## src/rtl/core/tweq_pkg.sv

```systemverilog
`default_nettype none
package tweq_pkg;

  // Table size
  localparam int TABLE_DEPTH = 5;

  // Request queue between front and back
  localparam int QUEUE_DEPTH = 2;
  localparam int QPTR_W      = $clog2(QUEUE_DEPTH);
  localparam int QCNT_W      = QPTR_W + 1;

  // Field widths
  localparam int ADDR_W   = 10;
  localparam int VAL_W    = 8;
  localparam int TIME_W   = 32;
  localparam int HOUR_W   = 5;
  localparam int MINUTE_W = 6;
  localparam int SECOND_W = 6;
  localparam int MONTH_W  = 4;
  localparam int DAY_W    = 5;
  localparam int STATUS_W = 2;

  // Partial sums: days fit in 9 bits, seconds of day in 17 bits
  localparam int DAYS_W = 9;
  localparam int HMS_W  = 17;

  // Calendar constants
  localparam int SECS_PER_DAY    = 86400;
  localparam int SECS_PER_HOUR   = 3600;
  localparam int SECS_PER_MINUTE = 60;
  localparam int DAYS_PER_MONTH  = 30;

  // Result status codes
  localparam logic [STATUS_W-1:0] ST_INSERTED = 2'd0;
  localparam logic [STATUS_W-1:0] ST_REPLACED = 2'd1;
  localparam logic [STATUS_W-1:0] ST_REJECTED = 2'd2;
  localparam logic [STATUS_W-1:0] ST_EVICTED  = 2'd3;

  // Request class decided by the front
  typedef enum logic [1:0] {
    OP_INSERT = 2'd0,
    OP_ALARM  = 2'd1,
    OP_REJECT = 2'd2
  } op_t;

  // Classified request as it travels through the queue
  typedef struct packed {
    op_t               op;
    logic [ADDR_W-1:0] addr;
    logic [VAL_W-1:0]  val;
    logic [TIME_W-1:0] due;
  } qent_t;

  // One table slot
  typedef struct packed {
    logic [TIME_W-1:0] due;
    logic [ADDR_W-1:0] addr;
    logic [VAL_W-1:0]  val;
  } slot_t;

endpackage
`default_nettype wire

```

## src/rtl/core/tweq_front.sv

```systemverilog
`default_nettype none
module tweq_front (
  input  wire logic                            clk,
  input  wire logic                            rst_n,
  input  wire logic                            in_valid,
  output logic                                 in_ready,
  input  wire logic                            in_action,
  input  wire logic [tweq_pkg::ADDR_W-1:0]     in_channel_address,
  input  wire logic [tweq_pkg::VAL_W-1:0]      in_channel_value,
  input  wire logic [tweq_pkg::HOUR_W-1:0]     in_hour,
  input  wire logic [tweq_pkg::MINUTE_W-1:0]   in_minute,
  input  wire logic [tweq_pkg::SECOND_W-1:0]   in_second,
  input  wire logic [tweq_pkg::MONTH_W-1:0]    in_month,
  input  wire logic [tweq_pkg::DAY_W-1:0]      in_day,
  output logic                                 push_valid,
  input  wire logic                            push_ready,
  output tweq_pkg::qent_t                      push_data
);

  logic                            s1_v_r, s1_v_nxt;
  logic                            s1_act_r;
  logic [tweq_pkg::ADDR_W-1:0]     s1_addr_r;
  logic [tweq_pkg::VAL_W-1:0]      s1_val_r;
  logic [tweq_pkg::DAYS_W-1:0]     s1_days_r, s1_days_nxt;
  logic [tweq_pkg::HMS_W-1:0]      s1_hms_r, s1_hms_nxt;
  logic                            in_acc;
  logic                            zero_due;

  assign in_ready = !s1_v_r || push_ready;
  assign in_acc   = in_valid && in_ready;

  // Split the due time into days and seconds of day
  always_comb begin
    s1_days_nxt = tweq_pkg::DAYS_W'(in_month) * tweq_pkg::DAYS_W'(tweq_pkg::DAYS_PER_MONTH)
                + tweq_pkg::DAYS_W'(in_day);
    s1_hms_nxt  = tweq_pkg::HMS_W'(in_second)
                + tweq_pkg::HMS_W'(in_minute) * tweq_pkg::HMS_W'(tweq_pkg::SECS_PER_MINUTE)
                + tweq_pkg::HMS_W'(in_hour) * tweq_pkg::HMS_W'(tweq_pkg::SECS_PER_HOUR);
  end

  // Hold the staged request until the queue takes it
  always_comb begin
    s1_v_nxt = s1_v_r;
    if (in_acc) begin
      s1_v_nxt = 1'b1;
    end else if (push_ready) begin
      s1_v_nxt = 1'b0;
    end
  end

  always_ff @(posedge clk) begin
    if (!rst_n) begin
      s1_v_r <= 1'b0;
    end else begin
      s1_v_r <= s1_v_nxt;
    end
  end

  always_ff @(posedge clk) begin
    if (in_acc) begin
      s1_act_r  <= in_action;
      s1_addr_r <= in_channel_address;
      s1_val_r  <= in_channel_value;
      s1_days_r <= s1_days_nxt;
      s1_hms_r  <= s1_hms_nxt;
    end
  end

  // Finish the due time and classify the request
  assign zero_due = (s1_days_r == '0) && (s1_hms_r == '0);

  always_comb begin
    push_valid     = s1_v_r;
    push_data.addr = s1_addr_r;
    push_data.val  = s1_val_r;
    push_data.due  = tweq_pkg::TIME_W'(s1_days_r)
                   * tweq_pkg::TIME_W'(tweq_pkg::SECS_PER_DAY)
                   + tweq_pkg::TIME_W'(s1_hms_r);
    if (s1_act_r) begin
      push_data.op = tweq_pkg::OP_ALARM;
    end else if (zero_due) begin
      push_data.op = tweq_pkg::OP_REJECT;
    end else begin
      push_data.op = tweq_pkg::OP_INSERT;
    end
  end

endmodule
`default_nettype wire

```

## src/rtl/core/tweq_queue.sv

```systemverilog
`default_nettype none
module tweq_queue (
  input  wire logic              clk,
  input  wire logic              rst_n,
  input  wire logic              push_valid,
  output logic                   push_ready,
  input  wire tweq_pkg::qent_t   push_data,
  output logic                   pop_valid,
  input  wire logic              pop_ready,
  output tweq_pkg::qent_t        pop_data
);

  tweq_pkg::qent_t                 ent_r [tweq_pkg::QUEUE_DEPTH];
  logic [tweq_pkg::QPTR_W-1:0]     wr_ptr_r, wr_ptr_nxt;
  logic [tweq_pkg::QPTR_W-1:0]     rd_ptr_r, rd_ptr_nxt;
  logic [tweq_pkg::QCNT_W-1:0]     cnt_r, cnt_nxt;
  logic                            do_push, do_pop;

  assign push_ready = cnt_r != tweq_pkg::QCNT_W'(tweq_pkg::QUEUE_DEPTH);
  assign pop_valid  = cnt_r != '0;
  assign pop_data   = ent_r[rd_ptr_r];
  assign do_push    = push_valid && push_ready;
  assign do_pop     = pop_valid && pop_ready;

  // Advance pointers and fill count
  always_comb begin
    wr_ptr_nxt = do_push ? wr_ptr_r + 1'b1 : wr_ptr_r;
    rd_ptr_nxt = do_pop ? rd_ptr_r + 1'b1 : rd_ptr_r;
    cnt_nxt    = cnt_r;
    if (do_push && !do_pop) begin
      cnt_nxt = cnt_r + 1'b1;
    end else if (do_pop && !do_push) begin
      cnt_nxt = cnt_r - 1'b1;
    end
  end

  always_ff @(posedge clk) begin
    if (!rst_n) begin
      wr_ptr_r <= '0;
      rd_ptr_r <= '0;
      cnt_r    <= '0;
    end else begin
      wr_ptr_r <= wr_ptr_nxt;
      rd_ptr_r <= rd_ptr_nxt;
      cnt_r    <= cnt_nxt;
    end
  end

  // Store the incoming request
  always_ff @(posedge clk) begin
    if (do_push) begin
      ent_r[wr_ptr_r] <= push_data;
    end
  end

endmodule
`default_nettype wire

```

## src/rtl/core/tweq_back.sv

```systemverilog
`default_nettype none
module tweq_back (
  input  wire logic                           clk,
  input  wire logic                           rst_n,
  input  wire logic                           pop_valid,
  output logic                                pop_ready,
  input  wire tweq_pkg::qent_t                pop_data,
  output logic                                out_valid,
  input  wire logic                           out_ready,
  output logic                                out_fired,
  output logic [tweq_pkg::ADDR_W-1:0]         out_fired_address,
  output logic [tweq_pkg::VAL_W-1:0]          out_fired_value,
  output logic [tweq_pkg::TIME_W-1:0]         out_next_alarm_time,
  output logic [tweq_pkg::STATUS_W-1:0]       out_status
);

  localparam int D = tweq_pkg::TABLE_DEPTH;

  typedef enum logic [2:0] {
    S_IDLE = 3'b001,
    S_CMP  = 3'b010,
    S_UPD  = 3'b100
  } state_t;

  state_t                          state_r, state_nxt;
  tweq_pkg::qent_t                 work_r;
  tweq_pkg::slot_t                 tab_r [D];
  tweq_pkg::slot_t                 tab_nxt [D];
  logic [D-1:0]                    le_r, le_nxt;
  logic [D-1:0]                    eq_r, eq_nxt;
  logic [D-1:0]                    first;
  logic                            replace;
  logic                            found;
  logic                            out_v_r, out_v_nxt;
  logic                            fired_nxt;
  logic [tweq_pkg::STATUS_W-1:0]   status_nxt;
  tweq_pkg::slot_t                 head_slot;
  tweq_pkg::slot_t                 new_slot;

  assign pop_ready = (state_r == S_IDLE) && (!out_v_r || out_ready);
  assign out_valid = out_v_r;

  // Sequence each request through compare and update
  always_comb begin
    state_nxt = state_r;
    case (state_r)
      S_IDLE: begin
        if (pop_valid && pop_ready) begin
          state_nxt = S_CMP;
        end
      end
      S_CMP:   state_nxt = S_UPD;
      S_UPD:   state_nxt = S_IDLE;
      default: state_nxt = S_IDLE;
    endcase
  end

  // Compare the request time against every slot
  always_comb begin
    for (int k = 0; k < D; k++) begin
      le_nxt[k] = (tab_r[k].due == '0) || (work_r.due <= tab_r[k].due);
      eq_nxt[k] = tab_r[k].due == work_r.due;
    end
  end

  // Locate the insertion point from the monotone compare flags
  always_comb begin
    first[0] = le_r[0];
    for (int k = 1; k < D; k++) begin
      first[k] = le_r[k] && !le_r[k-1];
    end
  end

  assign replace   = |(first & eq_r);
  assign found     = le_r[D-1];
  assign head_slot = tab_r[0];

  always_comb begin
    new_slot.due  = work_r.due;
    new_slot.addr = work_r.addr;
    new_slot.val  = work_r.val;
  end

  // Build the next table and the result
  always_comb begin
    for (int k = 0; k < D; k++) begin
      tab_nxt[k] = tab_r[k];
    end
    fired_nxt  = 1'b0;
    status_nxt = tweq_pkg::ST_INSERTED;
    case (work_r.op)
      tweq_pkg::OP_INSERT: begin
        if (!found) begin
          status_nxt = tweq_pkg::ST_REJECTED;
        end else begin
          if (replace) begin
            status_nxt = tweq_pkg::ST_REPLACED;
          end else if (tab_r[D-1].due != '0) begin
            status_nxt = tweq_pkg::ST_EVICTED;
          end
          for (int k = 1; k < D; k++) begin
            if (!replace && le_r[k-1]) begin
              tab_nxt[k] = tab_r[k-1];
            end
          end
          for (int k = 0; k < D; k++) begin
            if (first[k]) begin
              tab_nxt[k] = new_slot;
            end
          end
        end
      end
      tweq_pkg::OP_ALARM: begin
        if (head_slot.due != '0) begin
          fired_nxt = 1'b1;
          for (int k = 1; k < D; k++) begin
            tab_nxt[k-1] = tab_r[k];
          end
          tab_nxt[D-1] = '0;
        end
      end
      tweq_pkg::OP_REJECT: begin
        status_nxt = tweq_pkg::ST_REJECTED;
      end
      default: begin
        status_nxt = tweq_pkg::ST_REJECTED;
      end
    endcase
  end

  // Hold the result until the receiver takes it
  always_comb begin
    out_v_nxt = out_v_r;
    if (state_r == S_UPD) begin
      out_v_nxt = 1'b1;
    end else if (out_ready) begin
      out_v_nxt = 1'b0;
    end
  end

  always_ff @(posedge clk) begin
    if (!rst_n) begin
      state_r <= S_IDLE;
      out_v_r <= 1'b0;
      for (int k = 0; k < D; k++) begin
        tab_r[k] <= '0;
      end
    end else begin
      state_r <= state_nxt;
      out_v_r <= out_v_nxt;
      if (state_r == S_UPD) begin
        for (int k = 0; k < D; k++) begin
          tab_r[k] <= tab_nxt[k];
        end
      end
    end
  end

  // Capture request, flags and result payload
  always_ff @(posedge clk) begin
    if (pop_valid && pop_ready) begin
      work_r <= pop_data;
    end
    if (state_r == S_CMP) begin
      le_r <= le_nxt;
      eq_r <= eq_nxt;
    end
    if (state_r == S_UPD) begin
      out_fired           <= fired_nxt;
      out_fired_address   <= fired_nxt ? head_slot.addr : '0;
      out_fired_value     <= fired_nxt ? head_slot.val : '0;
      out_next_alarm_time <= tab_nxt[0].due;
      out_status          <= status_nxt;
    end
  end

endmodule
`default_nettype wire

```

## src/rtl/core/timed_write_event_queue_core.sv

```systemverilog
// Timed write event queue.
// Input channel (in_valid/in_ready): one request per item. in_action 0 schedules
// a channel write at the due time given by month, day, hour, minute and second;
// in_action 1 reports that the alarm fired and pops the earliest entry.
// Result channel (out_valid/out_ready): exactly one result per request, in order,
// with the popped write (out_fired, address, value), the insert status and the
// due time of the new head entry (zero when the table is empty) for the alarm
// comparator.
// The back end takes one request at a time through slot compare, then table
// update into the result register, before it accepts the next.
// A front stage computes the due time and classifies the request; a two-entry
// queue decouples it from the back end, so requests keep being accepted while a
// result waits. When the receiver stalls, the result register holds and the
// queue fills, after which in_ready drops.
// Reset (rst_n low, synchronous) empties the table, the queue and the result.
`default_nettype none
module timed_write_event_queue_core (
  input  wire logic                           clk,
  input  wire logic                           rst_n,
  input  wire logic                           in_valid,
  output logic                                in_ready,
  input  wire logic                           in_action,
  input  wire logic [tweq_pkg::ADDR_W-1:0]    in_channel_address,
  input  wire logic [tweq_pkg::VAL_W-1:0]     in_channel_value,
  input  wire logic [tweq_pkg::HOUR_W-1:0]    in_hour,
  input  wire logic [tweq_pkg::MINUTE_W-1:0]  in_minute,
  input  wire logic [tweq_pkg::SECOND_W-1:0]  in_second,
  input  wire logic [tweq_pkg::MONTH_W-1:0]   in_month,
  input  wire logic [tweq_pkg::DAY_W-1:0]     in_day,
  output logic                                out_valid,
  input  wire logic                           out_ready,
  output logic                                out_fired,
  output logic [tweq_pkg::ADDR_W-1:0]         out_fired_address,
  output logic [tweq_pkg::VAL_W-1:0]          out_fired_value,
  output logic [tweq_pkg::TIME_W-1:0]         out_next_alarm_time,
  output logic [tweq_pkg::STATUS_W-1:0]       out_status
);

  logic            push_valid, push_ready;
  tweq_pkg::qent_t push_data;
  logic            pop_valid, pop_ready;
  tweq_pkg::qent_t pop_data;

  // Accept and classify requests
  tweq_front u_front (
    .clk                (clk),
    .rst_n              (rst_n),
    .in_valid           (in_valid),
    .in_ready           (in_ready),
    .in_action          (in_action),
    .in_channel_address (in_channel_address),
    .in_channel_value   (in_channel_value),
    .in_hour            (in_hour),
    .in_minute          (in_minute),
    .in_second          (in_second),
    .in_month           (in_month),
    .in_day             (in_day),
    .push_valid         (push_valid),
    .push_ready         (push_ready),
    .push_data          (push_data)
  );

  // Buffer classified requests
  tweq_queue u_queue (
    .clk        (clk),
    .rst_n      (rst_n),
    .push_valid (push_valid),
    .push_ready (push_ready),
    .push_data  (push_data),
    .pop_valid  (pop_valid),
    .pop_ready  (pop_ready),
    .pop_data   (pop_data)
  );

  // Update the table and produce results
  tweq_back u_back (
    .clk                 (clk),
    .rst_n               (rst_n),
    .pop_valid           (pop_valid),
    .pop_ready           (pop_ready),
    .pop_data            (pop_data),
    .out_valid           (out_valid),
    .out_ready           (out_ready),
    .out_fired           (out_fired),
    .out_fired_address   (out_fired_address),
    .out_fired_value     (out_fired_value),
    .out_next_alarm_time (out_next_alarm_time),
    .out_status          (out_status)
  );

endmodule
`default_nettype wire

```

## config.mk

```make
export PLATFORM = sky130hd
export DESIGN_NAME = timed_write_event_queue_core
export DESIGN_NICKNAME = d
export VERILOG_FILES = /design/src/rtl/core/tweq_pkg.sv /design/src/rtl/core/tweq_front.sv /design/src/rtl/core/tweq_queue.sv /design/src/rtl/core/tweq_back.sv /design/src/rtl/core/timed_write_event_queue_core.sv
export SDC_FILE = /design/constraint.sdc
export NUM_CORES = 1
export LEC_CHECK = 0
export ABC_AREA = 0
export BUFFER_PORTS_ARGS = -buffer_cell sky130_fd_sc_hd__buf_2
export CORE_ASPECT_RATIO = 1.5
export CORE_MARGIN = 1
export CORE_UTILIZATION = 55
export CTS_BUF_LIST = sky130_fd_sc_hd__clkbuf_4
export CTS_CLUSTER_SIZE = 30
export DETAILED_ROUTE_END_ITERATION = 8
export PLACE_DENSITY = 0.72
export SLEW_MARGIN = 20
export SYNTH_ARGS = -nofsm -noshare
export SYNTH_HDL_FRONTEND = slang
export SYNTH_SLANG_ARGS = --single-unit
export TNS_END_PERCENT = 100
```

## constraint.sdc

```tcl
create_clock -name clk -period 10.07 [get_ports clk]
set_input_delay 0 -clock clk [delete_from_list [all_inputs] [get_ports clk]]
set_output_delay 0 -clock clk [all_outputs]
set_load 0.02 [all_outputs]
```

==> metrics <==
Synthesis Warnings=0; GR Util All Layers=28.40%; largest area contributor in the netlist=edfxtp_1; main area contributors after synthesis=edfxtp_1 (51%), ha_1 (11%), a21oi_1 (6.2%), nand2_1 (4.6%), nor2_1 (3.4%); H-tree depth=3; initial antenna violation count=2; Antenna Nets Post-Route=0; CTS tree=yes; clk sink count=508; DR pass1 iterations=6; mux cell area share after synthesis=3.341%; Core Util, Final=62.47%; vias in the first global route=22700; setup tns final=0 ns; global route overflow=0; Core Area=0.05271 mm2; Seq pwr share=36.9%; Yosys cell types=60; CP Data Arrival Time=5.64 ns; P per Cell Area=275.5 mW/mm2; HP Class=input port to flop; Psw=3.615 mW; CP endpoint kind=flop; area share of the largest cell type after synthesis=51.10%; Worst Tran Pin Value=1.128 ns; clock power share=18.3%; Post-Synthesis Cells=2763; critical-path cell list=inv_1 -> ha_1 -> fa_1 -> fa_1 -> inv_1 -> fa_1 -> ha_1 -> xor2_1 -> ha_1 -> o21a_1 -> o22ai_1 -> nor4b_1 -> nand4_1 -> nor3_2 -> xnor2_1; via count=22210; Clk pin slew, worst setup/hold paths=0.07 ns; count of flip-flops with a built-in enable after synthesis=499; Seq/Total Area, Yosys=51.71%; dpl ws=5.119 ns; post-CTS setup buffer count=0; internal power=5.458 mW; largest net degree at the start of global routing=223; CTS Buffer Depth=3; DIE HEIGHT=284.8 um; gp weighted congestion=0.9624; Cell Rows=103; largest family of logic cells by synthesized area=adder cells; final setup violation count=0; #FFs+latches synth=508; Synth Area in Compound Gates=11.92%; ys flop type=edfxtp_1; Final Hold Viols=0; Critical Path Source Type=flop; dpl cells=3457; filler instances=4354; top-level I/O count=104; crit-path max cell delay=0.65 ns; Post-Synth Adder-Cell Area=13.37%; Final Max Slew Viols=0; Synth Area in XOR/XNOR=1.971%; Comb power frac=44.8%; Max Cap Violations=0; status=completed; non-filler cells, final=3756; vias per inst=5.912; Chip Width=190.5 um; Slowest-stage cell, CP=nor4b_1; CP Class=flop to flop; max_slew headroom=24.82%; crit path max fanout=6; CTS Buf Count=117; share of cells above drive strength 1=12.80%; area grow syn2layout=12.28%; Peak supply drop=0.0002221 V; smallest hold slack=0.1293 ns; Fmax=199.1 MHz; Routed WL=75.70 mm; unrepaired setup endpoints after global routing=no; post-detailed-route wirelength per cell=20.15 um; Post-Syn Area=0.02932 mm2; # nets final=3317; fin crit share=49.87%; Starting DRT DRC Count=1866; Worst Path Required=10.69 ns; Clk Latency, worst-skew pair=0.92 ns; die area=0.05426 mm2; Initial Util=55.63%; Post-synth ARST share=0%; Syn Nets=3105; leakage=13.15 nW; cell with the most instances after synthesis=edfxtp_1; HPWL after DPL=51.50 mm; simple-gate area share of the yosys netlist=13.18%; post-route setup slack=5.048 ns; Sw Ratio=39.84%; Synth top cells by count=edfxtp_1 (499), a21oi_1 (365), nand2_1 (359), nor2_1 (267), ha_1 (259); Post-Syn Area per Cell=10.61 um2; IO buf count=103; min Tclk post-route=5.022 ns; Remaining DRCs=0; Layout Skew=0.08351 ns; root buffer selected by CTS=clkbuf_4; first-pass GRT wire length=119.4 mm
cells in the final DEF (no fill, tap or decap), types with 63 or more instances in the layout:
cell type and instances:
dlygate4sd3_1 81, edfxtp_1 499, a22oi_1 63, buf_2 103, clkbuf_4 168, inv_1 232, nand2_1 358, ha_1 259
a21oi_1 365, nor2_1 265
final timing paths:
path / cells after the start / endpoint / slack [ns] / start
setup reg to reg: 15 / u_queue.ent_r[1][24] / 5.05 / u_front.s1_days_r[7]
setup / recovery: 15 / u_queue.ent_r[1][24] / 5.05 / u_front.s1_days_r[7]
hold reg to reg: 0 / u_queue.ent_r[1][41] / 0.43 / u_front.s1_addr_r[6]
hold / removal: 6 / u_front.s1_days_r[5] / 0.13 / in_month[1]
layer usage:
layer	vias up	part of all wire, %	wire length [um]	global-route usage, %
li1	10350	-	-	-
met1	10640	37	27940	32.18
met2	957	51	38380	49.56
met3	259	6.7	5073	4.603
met4	0	5.7	4297	17.72
met5	-	0	0	0
cell families (layout without fill, tap and decap cells):
logic type / after synthesis / after routing
adder cells (fa/ha/maj): 293 / 293
multiplexers: 92 / 92
XOR/XNOR: 66 / 66
AND/OR/NAND/NOR: 861 / 861
AO/OA/AOI/OAI: 595 / 595
buffers and inverters: 348 / 656
other: 0 / 3
flip-flops: 508 / 508
power by group through the flow:
stage	Clock [mW]	Combinational, mW	Sequential [mW]
final	1.66	4.06	3.35
after global routing	1.80	4.55	3.38
after CTS	1.70	4.06	3.33
after detailed placement	0	3.98	3.38
after global placement	0	3.81	3.37
after floorplan	0	3.15	3.17
what timing repair did:
action / CTS / global route
gates resized for setup: 0 / 0
hold buffers: 81 / 0
hold endpoints to repair: 151 / 0
critical path: cells and delay by family, from the launching register on:
kind / cells / cell delay [ns]
compound gates: 2 / 0.26
buf+inv: 2 / 0.16
simple gates: 3 / 1.14
flops: 1 / 0.49
fa+ha+maj: 6 / 2.42
xor+xnor: 2 / 0.29
final cells by class:
class | instances | area (um2) | share of cell area, %
clock inverter | 47 | 265.3 | 0.8056
clock buffer | 168 | 1261 | 3.830
sequential | 508 | 15170 | 46.07
timing repair buffer | 209 | 1526 | 4.636
inverter | 232 | 870.8 | 2.645
tap | 682 | 853.3 | 2.592
multi-input combinational | 1907 | 12970 | 39.40
antenna | 3 | 7.507 | 0.02280
state kept, by name (all words and copies together), names as in the netlist, 3 cells and up:
register,flops
u_back.eq_r,5
u_back.le_r,5
u_back.new_slot,45
u_back.out_fired_address,10
u_back.out_fired_value,8
u_back.out_next_alarm_time,32
u_back.state_r,3
u_back.tab_r,250
u_front.s1_addr_r,10
u_front.s1_days_r,9
u_front.s1_hms_r,17
u_front.s1_val_r,8
u_queue.ent_r,94
through the flow:
step	instance area, um2	power (mW)
final	32930	9.072
after global routing	32920	9.722
after CTS	32920	9.093
after detailed placement	30580	7.361
after global placement	30580	7.183
after floorplan	29320	6.323
(Power assumes the default switching activity.)
